===== src/rtl/biou_pkg.sv =====
package biou_pkg;

  localparam int FRAC_BITS = 4;
  localparam int IOU_BITS  = 16;

  // fixed field widths of the request
  localparam int EDGE_W = 16;
  localparam int DIM_W  = 16;

  // extent plus one pixel, also bounds a positive overlap width or height
  localparam int EXT_W  = DIM_W + 1;
  // signed room for edge plus extent and for end minus start
  localparam int POS_W  = EDGE_W + 3;
  localparam int AREA_W = 2 * EXT_W - 1;
  localparam int UNI_W  = AREA_W + 1;
  localparam int REM_W  = UNI_W + 1;
  localparam int IOU_W  = IOU_BITS + 1;

  localparam int DIV_STAGES = IOU_W;

  typedef struct packed {
    logic signed [EDGE_W-1:0] a_left;
    logic signed [EDGE_W-1:0] a_top;
    logic [DIM_W-1:0]         a_width;
    logic [DIM_W-1:0]         a_height;
    logic signed [EDGE_W-1:0] b_left;
    logic signed [EDGE_W-1:0] b_top;
    logic [DIM_W-1:0]         b_width;
    logic [DIM_W-1:0]         b_height;
  } box_req_t;

  typedef struct packed {
    logic [IOU_W-1:0] iou;
    logic             overlaps;
  } iou_rsp_t;

  // hand-off from the area stages to the divider
  typedef struct packed {
    logic [AREA_W-1:0] inter;
    logic [UNI_W-1:0]  uni;
    logic              overlaps;
  } div_req_t;

endpackage


===== src/rtl/biou_div.sv =====
module biou_div (
  input  logic               clk_i,
  input  logic               rst_ni,
  input  logic               en_i,
  input  logic               valid_i,
  input  biou_pkg::div_req_t div_i,
  output logic               valid_o,
  output biou_pkg::iou_rsp_t rsp_o
);
  import biou_pkg::*;

  localparam logic [IOU_W-1:0] IOU_ONE = IOU_W'(1) << IOU_BITS;

  logic             vld_q [DIV_STAGES];
  logic             ov_q  [DIV_STAGES];
  logic [UNI_W-1:0] uni_q [DIV_STAGES];
  logic [UNI_W-1:0] rem_q [DIV_STAGES];
  logic [IOU_W-1:0] quo_q [DIV_STAGES];

  // one quotient bit per stage, restoring
  for (genvar k = 0; k < DIV_STAGES; k++) begin : g_step
    logic             vld_in, ov_in, take;
    logic [UNI_W-1:0] uni_in;
    logic [REM_W-1:0] r_in, r_sub;
    logic [IOU_W-1:0] quo_in;

    if (k == 0) begin : g_first
      // first bit: inter >= union only for a full match
      assign vld_in = valid_i;
      assign ov_in  = div_i.overlaps;
      assign uni_in = div_i.uni;
      assign r_in   = REM_W'(div_i.inter);
      assign quo_in = '0;
    end else begin : g_next
      assign vld_in = vld_q[k-1];
      assign ov_in  = ov_q[k-1];
      assign uni_in = uni_q[k-1];
      assign r_in   = {rem_q[k-1], 1'b0};
      assign quo_in = quo_q[k-1];
    end

    assign r_sub = r_in - {1'b0, uni_in};
    assign take  = (r_in >= {1'b0, uni_in});

    always_ff @(posedge clk_i or negedge rst_ni) begin
      if (!rst_ni) begin
        vld_q[k] <= 1'b0;
      end else if (en_i) begin
        vld_q[k] <= vld_in;
      end
    end

    always_ff @(posedge clk_i) begin
      if (en_i) begin
        ov_q[k]  <= ov_in;
        uni_q[k] <= uni_in;
        rem_q[k] <= take ? r_sub[UNI_W-1:0] : r_in[UNI_W-1:0];
        quo_q[k] <= {quo_in[IOU_W-2:0], take};
      end
    end
  end

  assign valid_o      = vld_q[DIV_STAGES-1];
  assign rsp_o.iou    = quo_q[DIV_STAGES-1];
  assign rsp_o.overlaps = ov_q[DIV_STAGES-1];

  a_iou_bounded: assert property (@(posedge clk_i) disable iff (!rst_ni)
    valid_o |-> rsp_o.iou <= IOU_ONE)
    else $error("iou above one");

  a_no_overlap_zero: assert property (@(posedge clk_i) disable iff (!rst_ni)
    (valid_o && !rsp_o.overlaps) |-> rsp_o.iou == '0)
    else $error("nonzero iou without overlap");

  a_rem_below_union: assert property (@(posedge clk_i) disable iff (!rst_ni)
    valid_o |-> rem_q[DIV_STAGES-1] < uni_q[DIV_STAGES-1])
    else $error("divider remainder not below union");

  a_hold_on_stall: assert property (@(posedge clk_i) disable iff (!rst_ni)
    !en_i |=> (vld_q[0] == $past(vld_q[0])) && (quo_q[0] == $past(quo_q[0])))
    else $error("divider stage moved while stalled");

endmodule


===== config.mk =====
export PLATFORM = sky130hd
export DESIGN_NAME = biou_div
export DESIGN_NICKNAME = d
export VERILOG_FILES = /design/src/rtl/biou_pkg.sv /design/src/rtl/biou_div.sv
export SDC_FILE = /design/constraint.sdc
export NUM_CORES = 2
export LEC_CHECK = 0
export ABC_CLOCK_PERIOD_IN_PS = 4650
export BUFFER_PORTS_ARGS = -buffer_cell sky130_fd_sc_hd__buf_2
export CAP_MARGIN = 25
export CORE_ASPECT_RATIO = 1.2
export CORE_UTILIZATION = 60
export CTS_CLUSTER_DIAMETER = 200
export CTS_CLUSTER_SIZE = 14
export DETAILED_ROUTE_END_ITERATION = 16
export GPL_TIMING_DRIVEN = 0
export PLACE_DENSITY = 0.76
export SYNTH_ARGS = -nofsm -noshare
export SYNTH_HDL_FRONTEND = slang
export SYNTH_SLANG_ARGS = --single-unit

===== constraint.sdc =====
create_clock -name clk_i -period 4.65 [get_ports clk_i]
set_clock_uncertainty 0.05 [all_clocks]
set_input_delay 0.6975 -clock clk_i [delete_from_list [all_inputs] [get_ports clk_i]]
set_output_delay 0.6975 -clock clk_i [all_outputs]
set_load 0.01 [all_outputs]

* Word-level counts from Yosys, hierarchy flattened *
Memories as Yosys holds them, arrays and structs flattened.
Index checks and enable logic that the tools add are counted.
W data, S select, Z words.

storage, ports and cells
  memory bits (writable) = 1462
  output and inout port bits = 19
  memories kept = 4
  latch bits = 0
  memory bits (read-only) = 0
  logic and storage cells = 74
  register bits after elaboration = 17
  input port bits = 72

memories
  name   words  width  read ports  clocked after memory_dff  wr ports  RTL line        text
  rem_q  17     34     16          0                         17        biou_div.sv:17  logic [UNI_W-1:0] rem_q [DIV_STAGES];
  uni_q  17     34     16          0                         17        biou_div.sv:16  logic [UNI_W-1:0] uni_q [DIV_STAGES];
  quo_q  17     17     17          0                         17        biou_div.sv:18  logic [IOU_W-1:0] quo_q [DIV_STAGES];
  ov_q   17     1      17          0                         17        biou_div.sv:15  logic ov_q [DIV_STAGES];

cells by class
  equality and inequality tests = 0
  divide/modulo/power cells = 0
  multiply operators = 0
  $lt $le $gt $ge = 17
  shift-type cells = 0
  reduce and logical (&&, ||, !) cells = 0
  bitwise logic cells = 0
  mux-type cells = 19
  add/subtract/negate cells = 17

operators with widths
  operator          count
  $mux W34          17
  $ge A35 B34 Y1    16
  $sub A34 B34 Y34  16
  $ge A33 B34 Y1    1
  $sub A33 B34 Y34  1
  $mux W1           2

* Longest topological paths before layout *
An unclocked memory read counts as a cell.

  depth after elaboration = 3
  depth in mapped cells = 15
  mapped depth without buffers = 14

* Worst setup path before layout *
Ideal clock, no wire load.

  kind = input port to flip-flop
  start point = input port div_i[9] (netlist name)
  end point = memory rem_q[0][31] (netlist name) (data pin)
  arrival time = 3.383 ns
  data required time = 4.338 ns
  setup time = 0.262 ns
  path buffers = 0
  stages = 12
  setup slack = 0.954 ns
  cell sequence = inv_1 > ha_1 > a211o_1 > or3_1 > or3_1 > a41o_1 > o221ai_2 > o21ai_1 > a311o_1 > a21o_1 > xnor2_1 > mux2_1

RTL lines
  item                RTL line        text
  start: declaration  biou_div.sv:6   input biou_pkg::div_req_t div_i,
  end: declaration    biou_div.sv:17

==> flow_summary.yaml <==
status:
  status: "finished, final reports clean"
yosys:
  synth_edf_count: 1258
  yosys.area.top_type: "edfxtp_1"
  ys_warn_count: 0
  synth_cells: 6884
  syn_avg_cell_area_um2: 10.9
  seq_area_frac_synth: 0.510
  syn_area_um2: 74900
  synth_top_area_share: 0.504
  postSynth.asyncResetShare: 0.0133
  synth_area_leaders: "edfxtp_1 50%, ha_1 9.6%, a21oi_1 3.7%"
  ys_types: 97
  synth_seq_cells: 1275
  synthFlopType: "edfxtp_1"
  syn-num-nets: 7548
floorplan:
  design.die.area_um2: 126000
  io_pins: 91
  core_um2: 123000
  initial_core_util: 0.607
  die_w_um: 325
  rows: 141
  die_h_um: 389
min_path:
  worst_hold_path_type: "input port to flip-flop"
  worstHoldStart: "div_i[33]"
run:
  maxCapViolations: 0
drt:
  ant_nets: 0
  drt_iter0_drc: 2944
  drt_pass1_iterations: 10
  vias_per_cell: 5.99
  vias: 52570
  drc: 0
  routedWlPerCell_um: 22.0
  drt_wl_total_um: 193000
final_layout:
  area_growth_pct: 7.67
  nets: 7765
  fin_util: 0.653
  drive_above_1_share: 0.0773
  final_cells: 8770
  mostFrequentLayoutCell: "edfxtp_1"
  final_cell_mix: "1258 x edfxtp_1, 722 x inv_1, 576 x ha_1, 556 x nand2_1, 555 x a21oi_1"
  postLayoutCellArea_um2: 80700
place:
  place_congestion: 0.996
  hpwl_um: 152000
  postPlaceCellArea_um2: 77700
  port_buffers: 90
  dpl.cell_count: 8632
clock_network:
  htree_num_levels: 3
  insertion_delay_ns: 0.75
  root_buffer: "clkbuf_16"
  cts.clk_slew.worst_paths_ns: 0.08
  clock-sinks: 1275
  cts_buffers: 101
  clk_path_buf_depth: 3
  cts_tree: "built"
sta:
  finalSetupViolCount: 0
  fin_crit_sh: 0.982
  min_period_ns: 4.57
  final_hold_viol_count: 0
  max_freq_mhz: 219
  tightest_slew_ns: 1.23
  rsz0062_at_grt: "false"
  relSlewSlack: 0.173
  slew_violations: 0
  timing.hold.ws_ns: 0.0950
worst_setup_path:
  start_kind: "flip-flop"
  crit_path_end_kind: "flip-flop"
  reg2reg_from: "rem_q[0][306]$_SDFFCE_PN0P_"
  cp.arrival_ns: 4.96
  crit_fanout: 10
  critPathLaunch: "rem_q[0][306]$_SDFFCE_PN0P_"
  crit_required_ns: 5.04
  critPathKind: "flip-flop to flip-flop"
grt:
  antenna_found_initial: 8
  first_global_vias: 55436
  overflow: 0
  grt_max_degree: 186
  grt_pass1_wl_um: 293000
  grt_use_total: 0.304
power_and_ir_drop:
  vdd_ir_drop_max_uv: 378
  p_total_mw: 54.5
  power_density_nw_per_um2: 675
  p_leak_nw: 33.4
-- critical path, cell delays in order (launching register included) --
cell       delay (ns)
edfxtp_1         0.44
ha_1             0.33
a21o_1           0.19
a21o_1           0.21
a21o_1           0.24
o41ai_4          0.45
a2111oi_2        0.28
o31ai_2          0.45
o31a_1           0.55
clkbuf_1         0.78
o21ai_0          0.27
-- what timing repair did --
action / in CTS / in global routing
endpoints found under the hold margin: 17 / 0
buffers inserted: 1 / 7
hold buffers: 1 / 0
pin swaps: 1 / 4
cloned: 0 / 0
setup endpoints to repair: 247 / 158
resized for setup: 28 / 10
-- synth_stat cells, types with 26 or more instances --
cell / instances
xnor2_1: 272
o21bai_1: 83
nand2b_1: 64
or3_1: 26
o21a_1: 78
o31ai_1: 38
a21o_1: 328
clkbuf_1: 136
mux2_2: 162
a211oi_1: 43
o21ai_1: 26
xor2_1: 190
mux2_4: 27
o21ai_0: 523
ha_1: 576
a31oi_1: 50
and3_1: 38
nand2_1: 556
nor2_1: 333
o211ai_1: 35
nand3_1: 95
nor3_1: 89
a21oi_1: 556
edfxtp_1: 1258
inv_1: 722
nand4_1: 104
nor2b_1: 50
-- layout make-up --
class,count,area (µm²)
fillers,9329,42800
flip-flops and latches,1275,38200
multi-input cells,4703,33400
inverters,724,2720
clock buffers,115,2600
well taps,1644,2060
plain buffers,182,808
repair buffers,114,805
clock inverters,6,113
diodes,7,17.5
-- power breakdown --
part	switching (mW)	internal, mW	total [mW]	leakage, nW
combinational	16.6	11.3	27.9	19.6
sequential	1.57	17.1	18.7	12.5
clock	3.96	3.94	7.90	1.33
total	22.1	32.4	54.5	33.4
-- metal layers --
metal  up-vias  wire length, µm  GRT usage
met5         -                0          0
met4         0            21500      0.302
met3       719             4570     0.0264
met2      1336           113000      0.644
met1     24983            54200      0.220
li1      25532                -          -
-- cells by family after synthesis --
group,after synthesis,share of synthesized area
flops,1275,0.510
mux,202,0.0316
xor+xnor,462,0.0540
simple gates,1467,0.0913
fa+ha+maj,592,0.100
buf+inv,906,0.0468
compound gates,1980,0.166
-- state kept, by name, summed over array words and instances, names as in the netlist --
signal,flops
uni_q,544
rem_q,544
quo_q,153
g_step.vld_in,16
ov_q,17
valid_o,1
-- final timing paths --
check / slack, ns / depth (start not counted) / to
setup / recovery: 0.08 / 10 / rem_q[0][365]$_DFFE_PP_
hold / removal: 0.09 / 1 / uni_q[0][32]$_DFFE_PP_
setup reg to reg: 0.08 / 10 / rem_q[0][365]$_DFFE_PP_
hold reg to reg: 0.36 / 0 / quo_q[1][39]$_DFFE_PP_
max in group asynchronous: 3.86 / 2 / g_step[8].vld_in$_DFFE_PN0P_
min in group asynchronous: 0.40 / 2 / g_step[1].vld_in$_DFFE_PN0P_
-- metrics by stage --
| step | setup slack, ns | TNS, ns |
|---|---|---|
| 3_3_place_gp | -16.58 | - |
| 2_1_floorplan | 0.954 | 0 |
| 3_5_place_dp | -0.620 | -63.98 |
| 6_report | 0.0818 | 0 |
| 4_1_cts | 0.00269 | 0 |
| 5_1_grt | 0.0204 | 0 |
No activity file was read; power rests on OpenSTA's default activity.
