## config.mk

```make
export PLATFORM = sky130hd
export DESIGN_NAME = biou_front
export DESIGN_NICKNAME = d
export VERILOG_FILES = /design/src/rtl/biou_pkg.sv /design/src/rtl/biou_front.sv
export SDC_FILE = /design/constraint.sdc
export NUM_CORES = 2
export LEC_CHECK = 0
export BUFFER_PORTS_ARGS = -buffer_cell sky130_fd_sc_hd__buf_2
export CORE_MARGIN = 2
export CORE_UTILIZATION = 45
export CTS_BUF_LIST = sky130_fd_sc_hd__clkbuf_4
export DETAILED_ROUTE_END_ITERATION = 8
export PLACE_DENSITY = 0.61
export SETUP_SLACK_MARGIN = 0.3
export SLEW_MARGIN = 40
export SYNTH_ARGS = -nofsm -noshare
export SYNTH_HDL_FRONTEND = slang
export SYNTH_SLANG_ARGS = --single-unit
```

## constraint.sdc

```tcl
create_clock -name clk_i -period 19.46 [get_ports clk_i]
set_input_delay 1.946 -clock clk_i [delete_from_list [all_inputs] [get_ports clk_i]]
set_output_delay 1.946 -clock clk_i [all_outputs]
set_load 0.02 [all_outputs]
```

## src/rtl/biou_pkg.sv

```systemverilog
package biou_pkg;

  localparam int FRAC_BITS = 4;
  localparam int IOU_BITS  = 16;

  // fixed field widths of the request
  localparam int EDGE_W = 16;
  localparam int DIM_W  = 16;

  // extent plus one pixel, also bounds a positive overlap width or height
  localparam int EXT_W  = DIM_W + 1;
  // signed room for edge plus extent and for end minus start
  localparam int POS_W  = EDGE_W + 3;
  localparam int AREA_W = 2 * EXT_W - 1;
  localparam int UNI_W  = AREA_W + 1;
  localparam int REM_W  = UNI_W + 1;
  localparam int IOU_W  = IOU_BITS + 1;

  localparam int DIV_STAGES = IOU_W;

  typedef struct packed {
    logic signed [EDGE_W-1:0] a_left;
    logic signed [EDGE_W-1:0] a_top;
    logic [DIM_W-1:0]         a_width;
    logic [DIM_W-1:0]         a_height;
    logic signed [EDGE_W-1:0] b_left;
    logic signed [EDGE_W-1:0] b_top;
    logic [DIM_W-1:0]         b_width;
    logic [DIM_W-1:0]         b_height;
  } box_req_t;

  typedef struct packed {
    logic [IOU_W-1:0] iou;
    logic             overlaps;
  } iou_rsp_t;

  // hand-off from the area stages to the divider
  typedef struct packed {
    logic [AREA_W-1:0] inter;
    logic [UNI_W-1:0]  uni;
    logic              overlaps;
  } div_req_t;

endpackage

```

## src/rtl/biou_front.sv

```systemverilog
module biou_front (
  input  logic               clk_i,
  input  logic               rst_ni,
  input  logic               en_i,
  input  logic               valid_i,
  input  biou_pkg::box_req_t req_i,
  output logic               valid_o,
  output biou_pkg::div_req_t div_o
);
  import biou_pkg::*;

  localparam logic signed [POS_W-1:0] PIX_POS = POS_W'(1 << FRAC_BITS);
  localparam logic [EXT_W-1:0]        PIX_EXT = EXT_W'(1 << FRAC_BITS);

  logic signed [POS_W-1:0] a_l, a_t, b_l, b_t, a_r, a_b, b_r, b_b;
  logic signed [POS_W-1:0] min_r, max_l, min_b, max_t, ow, oh;
  logic                    ov_d;

  // stage 1: overlap extents and box extents
  logic                v1_q;
  logic                ov1_q;
  logic [EXT_W-1:0]    ow_q, oh_q, aw_q, ah_q, bw_q, bh_q;
  // stage 2: products
  logic                v2_q;
  logic                ov2_q;
  logic [AREA_W-1:0]   inter_q, area_a_q, area_b_q;
  // stage 3: union
  logic                v3_q;
  div_req_t            div_q;

  logic [2*EXT_W-1:0]  prod_i, prod_a, prod_b;
  logic [UNI_W-1:0]    uni_d;

  always_comb begin
    a_l = {{(POS_W-EDGE_W){req_i.a_left[EDGE_W-1]}}, req_i.a_left};
    a_t = {{(POS_W-EDGE_W){req_i.a_top[EDGE_W-1]}}, req_i.a_top};
    b_l = {{(POS_W-EDGE_W){req_i.b_left[EDGE_W-1]}}, req_i.b_left};
    b_t = {{(POS_W-EDGE_W){req_i.b_top[EDGE_W-1]}}, req_i.b_top};
    a_r = a_l + $signed({{(POS_W-DIM_W){1'b0}}, req_i.a_width});
    a_b = a_t + $signed({{(POS_W-DIM_W){1'b0}}, req_i.a_height});
    b_r = b_l + $signed({{(POS_W-DIM_W){1'b0}}, req_i.b_width});
    b_b = b_t + $signed({{(POS_W-DIM_W){1'b0}}, req_i.b_height});
    min_r = (a_r < b_r) ? a_r : b_r;
    max_l = (a_l > b_l) ? a_l : b_l;
    min_b = (a_b < b_b) ? a_b : b_b;
    max_t = (a_t > b_t) ? a_t : b_t;
    ow = min_r - max_l + PIX_POS;
    oh = min_b - max_t + PIX_POS;
    ov_d = !ow[POS_W-1] && (ow != '0) && !oh[POS_W-1] && (oh != '0);
  end

  always_ff @(posedge clk_i or negedge rst_ni) begin
    if (!rst_ni) begin
      v1_q <= 1'b0;
      v2_q <= 1'b0;
      v3_q <= 1'b0;
    end else if (en_i) begin
      v1_q <= valid_i;
      v2_q <= v1_q;
      v3_q <= v2_q;
    end
  end

  // a positive overlap never exceeds either extent, so it fits EXT_W
  always_ff @(posedge clk_i) begin
    if (en_i) begin
      ov1_q <= ov_d;
      ow_q  <= ow[EXT_W-1:0];
      oh_q  <= oh[EXT_W-1:0];
      aw_q  <= {1'b0, req_i.a_width} + PIX_EXT;
      ah_q  <= {1'b0, req_i.a_height} + PIX_EXT;
      bw_q  <= {1'b0, req_i.b_width} + PIX_EXT;
      bh_q  <= {1'b0, req_i.b_height} + PIX_EXT;
    end
  end

  assign prod_i = ow_q * oh_q;
  assign prod_a = aw_q * ah_q;
  assign prod_b = bw_q * bh_q;

  always_ff @(posedge clk_i) begin
    if (en_i) begin
      ov2_q    <= ov1_q;
      inter_q  <= ov1_q ? prod_i[AREA_W-1:0] : '0;
      area_a_q <= prod_a[AREA_W-1:0];
      area_b_q <= prod_b[AREA_W-1:0];
    end
  end

  assign uni_d = {1'b0, area_a_q} + {1'b0, area_b_q} - {1'b0, inter_q};

  always_ff @(posedge clk_i) begin
    if (en_i) begin
      div_q.inter    <= inter_q;
      div_q.uni      <= uni_d;
      div_q.overlaps <= ov2_q;
    end
  end

  assign valid_o = v3_q;
  assign div_o   = div_q;

endmodule

```

# Word-level counts from Yosys, hierarchy flattened
# Cells that the tools add are included.
# totals
regBits,274
latch_bits,0
ram_bits,0
rom_bits,0
output_inout_bits,69
wordCells,49
memories,0
# classes
addsub,14
mul,3
n_div,0
order_cmp,4
n_eq_ne,0
n_shift,0
muxes,4
bitwise_logic,0
reduce_logical,7
# ops
op,n
multiplier 17 x 17 -> 33 bit,3
two-way mux 19 bit,4
adder 16 x 17 -> 18 bit,4
adder 16 x 5 -> 17 bit (second input constant),4
adder 19 x 6 -> 19 bit (second input constant),2
nonzero test 19 bit,2
subtractor 19 bit,2
< comparator 18 bit,2
adder 33 x 33 -> 34 bit,1
subtractor 34 x 33 -> 34 bit,1
> comparator 16 bit,2
logical AND 1 bit,3
zero test 1 bit,2

# Logic depth before layout (Yosys ltp)
# logic_depth
word_depth,9
mapped_depth,32
mapped_depth_nobuf,30

# Worst setup path before layout
# OpenSTA, ideal clock, no wires.
# synth_timing
path_kind,input port to flip-flop
start,in req_i[64] in the netlist's numbering
end,reg ov1_q (data pin)
setup_ns,0.263
t_arrival_ns,8.442
path_slack_ns,10.755
cell_stages,30
n_path_buf,2
path_cell_list,ha_1 > fa_1 > a21o_1 > a21oi_1 > o21ai_0 > a41o_1 > o21ai_0 > o21ai_0 > xor2_1 > ha_1 > nor2b_1 > o21ai_0 > nand2_1 > a31oi_1 > o22a_1 > clkbuf_1 > clkbuf_1 > o21ai_0 > ha_1 > ha_1 > fa_1 > xor2_1 > nor4_1 > o211ai_1 > or3_1 > or3_1 > or4_1 > or4_1 > nor4_1 > nor4_1
# synth_via
word_cells_on_any_way,9
cone_classes,add/sub (3); order compare (1); mux (1); reduce/logical (4)
# synth_rtl
element,line_no,text
"start, declared",biou_front.sv:6,"input biou_pkg::box_req_t req_i,"
adder 16 x 17 -> 18 bit *,biou_front.sv:40,"a_b = a_t + $signed({{(POS_W-DIM_W){1'b0}}, req_i.a_height});"
< comparator 18 bit,biou_front.sv:45,min_b = (a_b < b_b) ? a_b : b_b;
two-way mux 19 bit *,biou_front.sv:45,
subtractor 19 bit *,biou_front.sv:48,oh = min_b - max_t + PIX_POS;
adder 19 x 6 -> 19 bit *,biou_front.sv:48,
net oh[3],biou_front.sv:16,"logic signed [POS_W-1:0] min_r, max_l, min_b, max_t, ow, oh;"
nonzero test 19 bit *,biou_front.sv:49,ov_d = !ow[POS_W-1] && (ow != '0) && !oh[POS_W-1] && (oh != '0);
logical AND 1 bit *,biou_front.sv:49,
net ov_d,biou_front.sv:17,logic ov_d;
"end signal, assigned",biou_front.sv:67,ov1_q <= ov_d;
"end, declared",biou_front.sv:21,logic ov1_q;
# The timed path passes the listed nets; every way through them passes the cells marked *.
# A chain may end at the register's enable or synchronous reset.

# Final worst setup path
# layout_timing
start,in req_i[48] in the netlist's numbering
end,reg ov1_q (data pin)
# layout_via
elab_chain_cells,9
word_cells_on_any_way,12
cone_classes,add/sub (3); order compare (2); mux (2); reduce/logical (5)
# layout_lines
element,line_no,text
adder 16 x 17 -> 18 bit,biou_front.sv:41,"b_r = b_l + $signed({{(POS_W-DIM_W){1'b0}}, req_i.b_width});"
< comparator 18 bit,biou_front.sv:43,min_r = (a_r < b_r) ? a_r : b_r;
two-way mux 19 bit,biou_front.sv:43,
subtractor 19 bit *,biou_front.sv:47,ow = min_r - max_l + PIX_POS;
adder 19 x 6 -> 19 bit *,biou_front.sv:47,
net ow[7],biou_front.sv:16,
nonzero test 19 bit *,biou_front.sv:49,
logical AND 1 bit * (3 in series),biou_front.sv:49,
net ov_d,biou_front.sv:17,
# Marked as above.

==> summary.md <==
| Metric | Value |
|---|---|
| Final wirelength | 130000 um |
| Post-synth top area cell | fa_1 |
| Core Area | roughly 100000 um^2 |
| Top-count cell post-synth | inv_1 |
| Gr ovfl total | 0 |
| Post-CTS Resized | 0 |
| Hold Path Class | register to register |
| DIE WIDTH | 327 um |
| Share of cells above drive strength 1 | 7.74% |
| Post-synth ARST share | 1.09% |
| Drt pass-1 iters | 6 |
| Max_cap viols | 0 |
| Total track usage | around a quarter |
| Largest family of logic cells by synthesized area | adder cells |
| Footprint of the multi-input gates | 34300 um^2 |
| Clock Skews | 0.0956 ns |
| Distinct cells, synth | 75 |
| Pins Over Slew Limit | 0 |
| RSZ-0062 raised after global routing | no |
| Post-synth top flop | edfxtp_1 |
| Worst Path Arrival | between 9 and 10 ns |
| Final worst path period share | 47.4% |
| Layout overhead on the synthesized area | 7.88% |
| CTS max path bufs | 3 |
| TritonCTS Sinks | between 200 and 300 |
| Largest net degree at the start of global routing | 83 |
| Top-area cell type share of the netlist area | 30.2% |
| CTS Buf Count | 79 |
| Hold buffer count at cts | 0 |
| Mux share of post-synthesis cell area | 1.40% |
| Setup Viol. Count Final | 0 |
| Worst-margin pin slew | 0.949 ns |
| CP Capture Type | register |
| Post-CTS setup buffer count | 0 |
| Nets | ~6600 |
| Commonest cells in the netlist | inv_1 (1023), fa_1 (708), nand2_1 (701) |
| Cell Area, Synth | between 40000 and 50000 um^2 |
| Clock transition at path regs | around 0.080 ns |
| Critical Path Fanout Max | 16 |
| Top cells by area, synth | fa_1 (30%), edfxtp_1 (17%), ha_1 (15%) |
| Part of the Yosys area used for sequential elements | 17.5% |
| Synth Area in Adders | 44.9% |
| DP Wirelength | 106000 um |
| Worst-Skew Late Latency | 0.89 ns |
| Via count | 34600 |
| Wire length per cell | 19.7 um |
| CTS tree | done |
| Slew HR | approximately 37% |
| First-pass GRT wire length | ~200000 um |
| Vias in the first global route | 35600 |
| FP Rows | between 100 and 150 |
| CP Launch Type | input port |
| CP max-delay cell | a41oi_4 |
| Fmax | about 0.11 GHz |
| Mean Syn Cell Area | 9.38 um^2 |
| CP max stage delay | 0.68 ns |
| Gpl congestion | 0.900 |
| XOR/XNOR Fraction of Synth Area | 4.40% |
| Number of port buffers | 200 |
| Synth warnings | 0 |
| Die area | between 100000 and 150000 um^2 |
| Compound-Gate Fraction of Synth Area | 8.12% |
| Top Ports | between 200 and 250 |
| Post-route DRC | 0 |
| Final ANT Viol Nets | 0 |
| CTS root buf | clkbuf_4 |
| Initial antenna violation count | 10 |
| Post-Synth Simple-Gate Area | about 14% |
| Status | completed |
| Via-to-Cell Ratio | around 5.2 |
| Top cell by count, worst path | ha_1 |
| Htree depth | 3 |
| Critical path type | input port to register |
| Setup TNS | 0 ns |
| #FFs+latches synth | 274 |
| Synthesized instance count | 5003 |
| R2r setup slk | 12.18 ns |
| Period minus WS final | 9.23 ns |
| Drt initial violations | 2363 |
| EDFF count, synth | between 200 and 300 |
| Effective utilization at floorplan | 45.3% |
| FF/Latch Area | 8210 um^2 |
| Final hold vios | 0 |
| Filler cells | 9826 |
| Die Y | between 300 and 400 um |
| Net Count, Synth | 6394 |
| Required time of the critical path | around 20 ns |
critical path: cells and delay by family:
family | cells | cell delay (ns)
buf+inv | 1 | 0.13
compound gates | 10 | 2.85
simple gates | 9 | 2.13
fa+ha+maj | 6 | 1.98
mux | 1 | 0.43
xor+xnor | 2 | 0.30
layout by cell type (no fill, tap or decap), types with 7 or more instances in the layout:
cell / count
nor4_1: 15
o21a_1: 35
o21bai_1: 32
xor2_1: 67
o21ai_0: 115
xnor2_1: 167
o31ai_1: 8
a21o_1: 74
clkbuf_4: 103
ha_1: 551
clkinv_1: 22
o211ai_1: 20
and3_1: 32
nor2_1: 137
nand2b_1: 24
edfxtp_1: 271
nand2_1: 701
nand3_1: 55
mux2i_1: 51
or3_1: 13
nand4_1: 17
buf_4: 27
inv_1: 1023
and4_1: 11
a211o_1: 11
mux2_2: 13
nor2b_1: 27
a31oi_1: 23
buf_6: 19
a41oi_1: 7
and2_1: 289
buf_2: 199
or2_2: 9
or4_1: 7
a211oi_1: 28
clkinv_2: 7
nor3_1: 51
fa_1: 708
a21boi_0: 7
a21oi_1: 167
area by class of cell:
cell class / instances / area share (%)
Tap cell: 1380 / 3.41
Sequential cell: 274 / 16.2
Multi-Input combinational cell: 3547 / 67.7
Inverter: 1024 / 7.59
Clock buffer: 103 / 1.53
Clock inverter: 38 / 0.596
Timing Repair Buffer: 249 / 2.91
Antenna cell: 3 / 0.0148
stage by stage:
step	instances	setup WS [ns]	util, %	instance area (um^2)	hold WS, ns
after floorplan	5003	10.76	-	46900	0.400
after global placement	6454	9.69	47.6	49300	0.440
after detailed placement	6465	9.50	47.7	49400	0.466
after CTS	6606	10.38	48.8	50500	0.441
after global routing	6617	9.80	48.9	50600	0.481
final	6618	10.23	48.9	50600	0.449
worst paths after layout:
check                                     to  cells past startpoint         from
worst max-delay path                   ov1_q                     29    req_i[48]
worst min-delay path               div_o[48]                      0  inter_q[13]
worst max register to register  area_b_q[31]                     22      bh_q[2]
worst min register to register     div_o[48]                      0  inter_q[13]
max in group asynchronous            valid_o                      1       rst_ni
min in group asynchronous               v2_q                      1       rst_ni
metal layers:
metal / vias up / GRT usage, % / wire length (um)
li1: 16300 / - / -
met1: 17000 / 35.3 / 60100
met2: 1110 / 39.1 / 57500
met3: 158 / 4.92 / 9220
met4: 14 / 6.55 / 3260
met5: - / 0 / 95
cells by family after synthesis:
group                      after synthesis
buffers and inverters                 1182
muxes                                   64
DFF                                    274
AOI/OAI and AO/OA                      582
and+or+nand+nor                       1406
xor gates and xnor gates               235
adders and majority gates             1260
flip-flops by register name (all words and copies together) (netlist names), 33 cells and up:
name / cells
area_a_q: 33
area_b_q: 33
div_o: 68
inter_q: 33
Power is not shown: default switching activity piles up to over one toggle a cycle in this logic, so the estimate is an artifact.
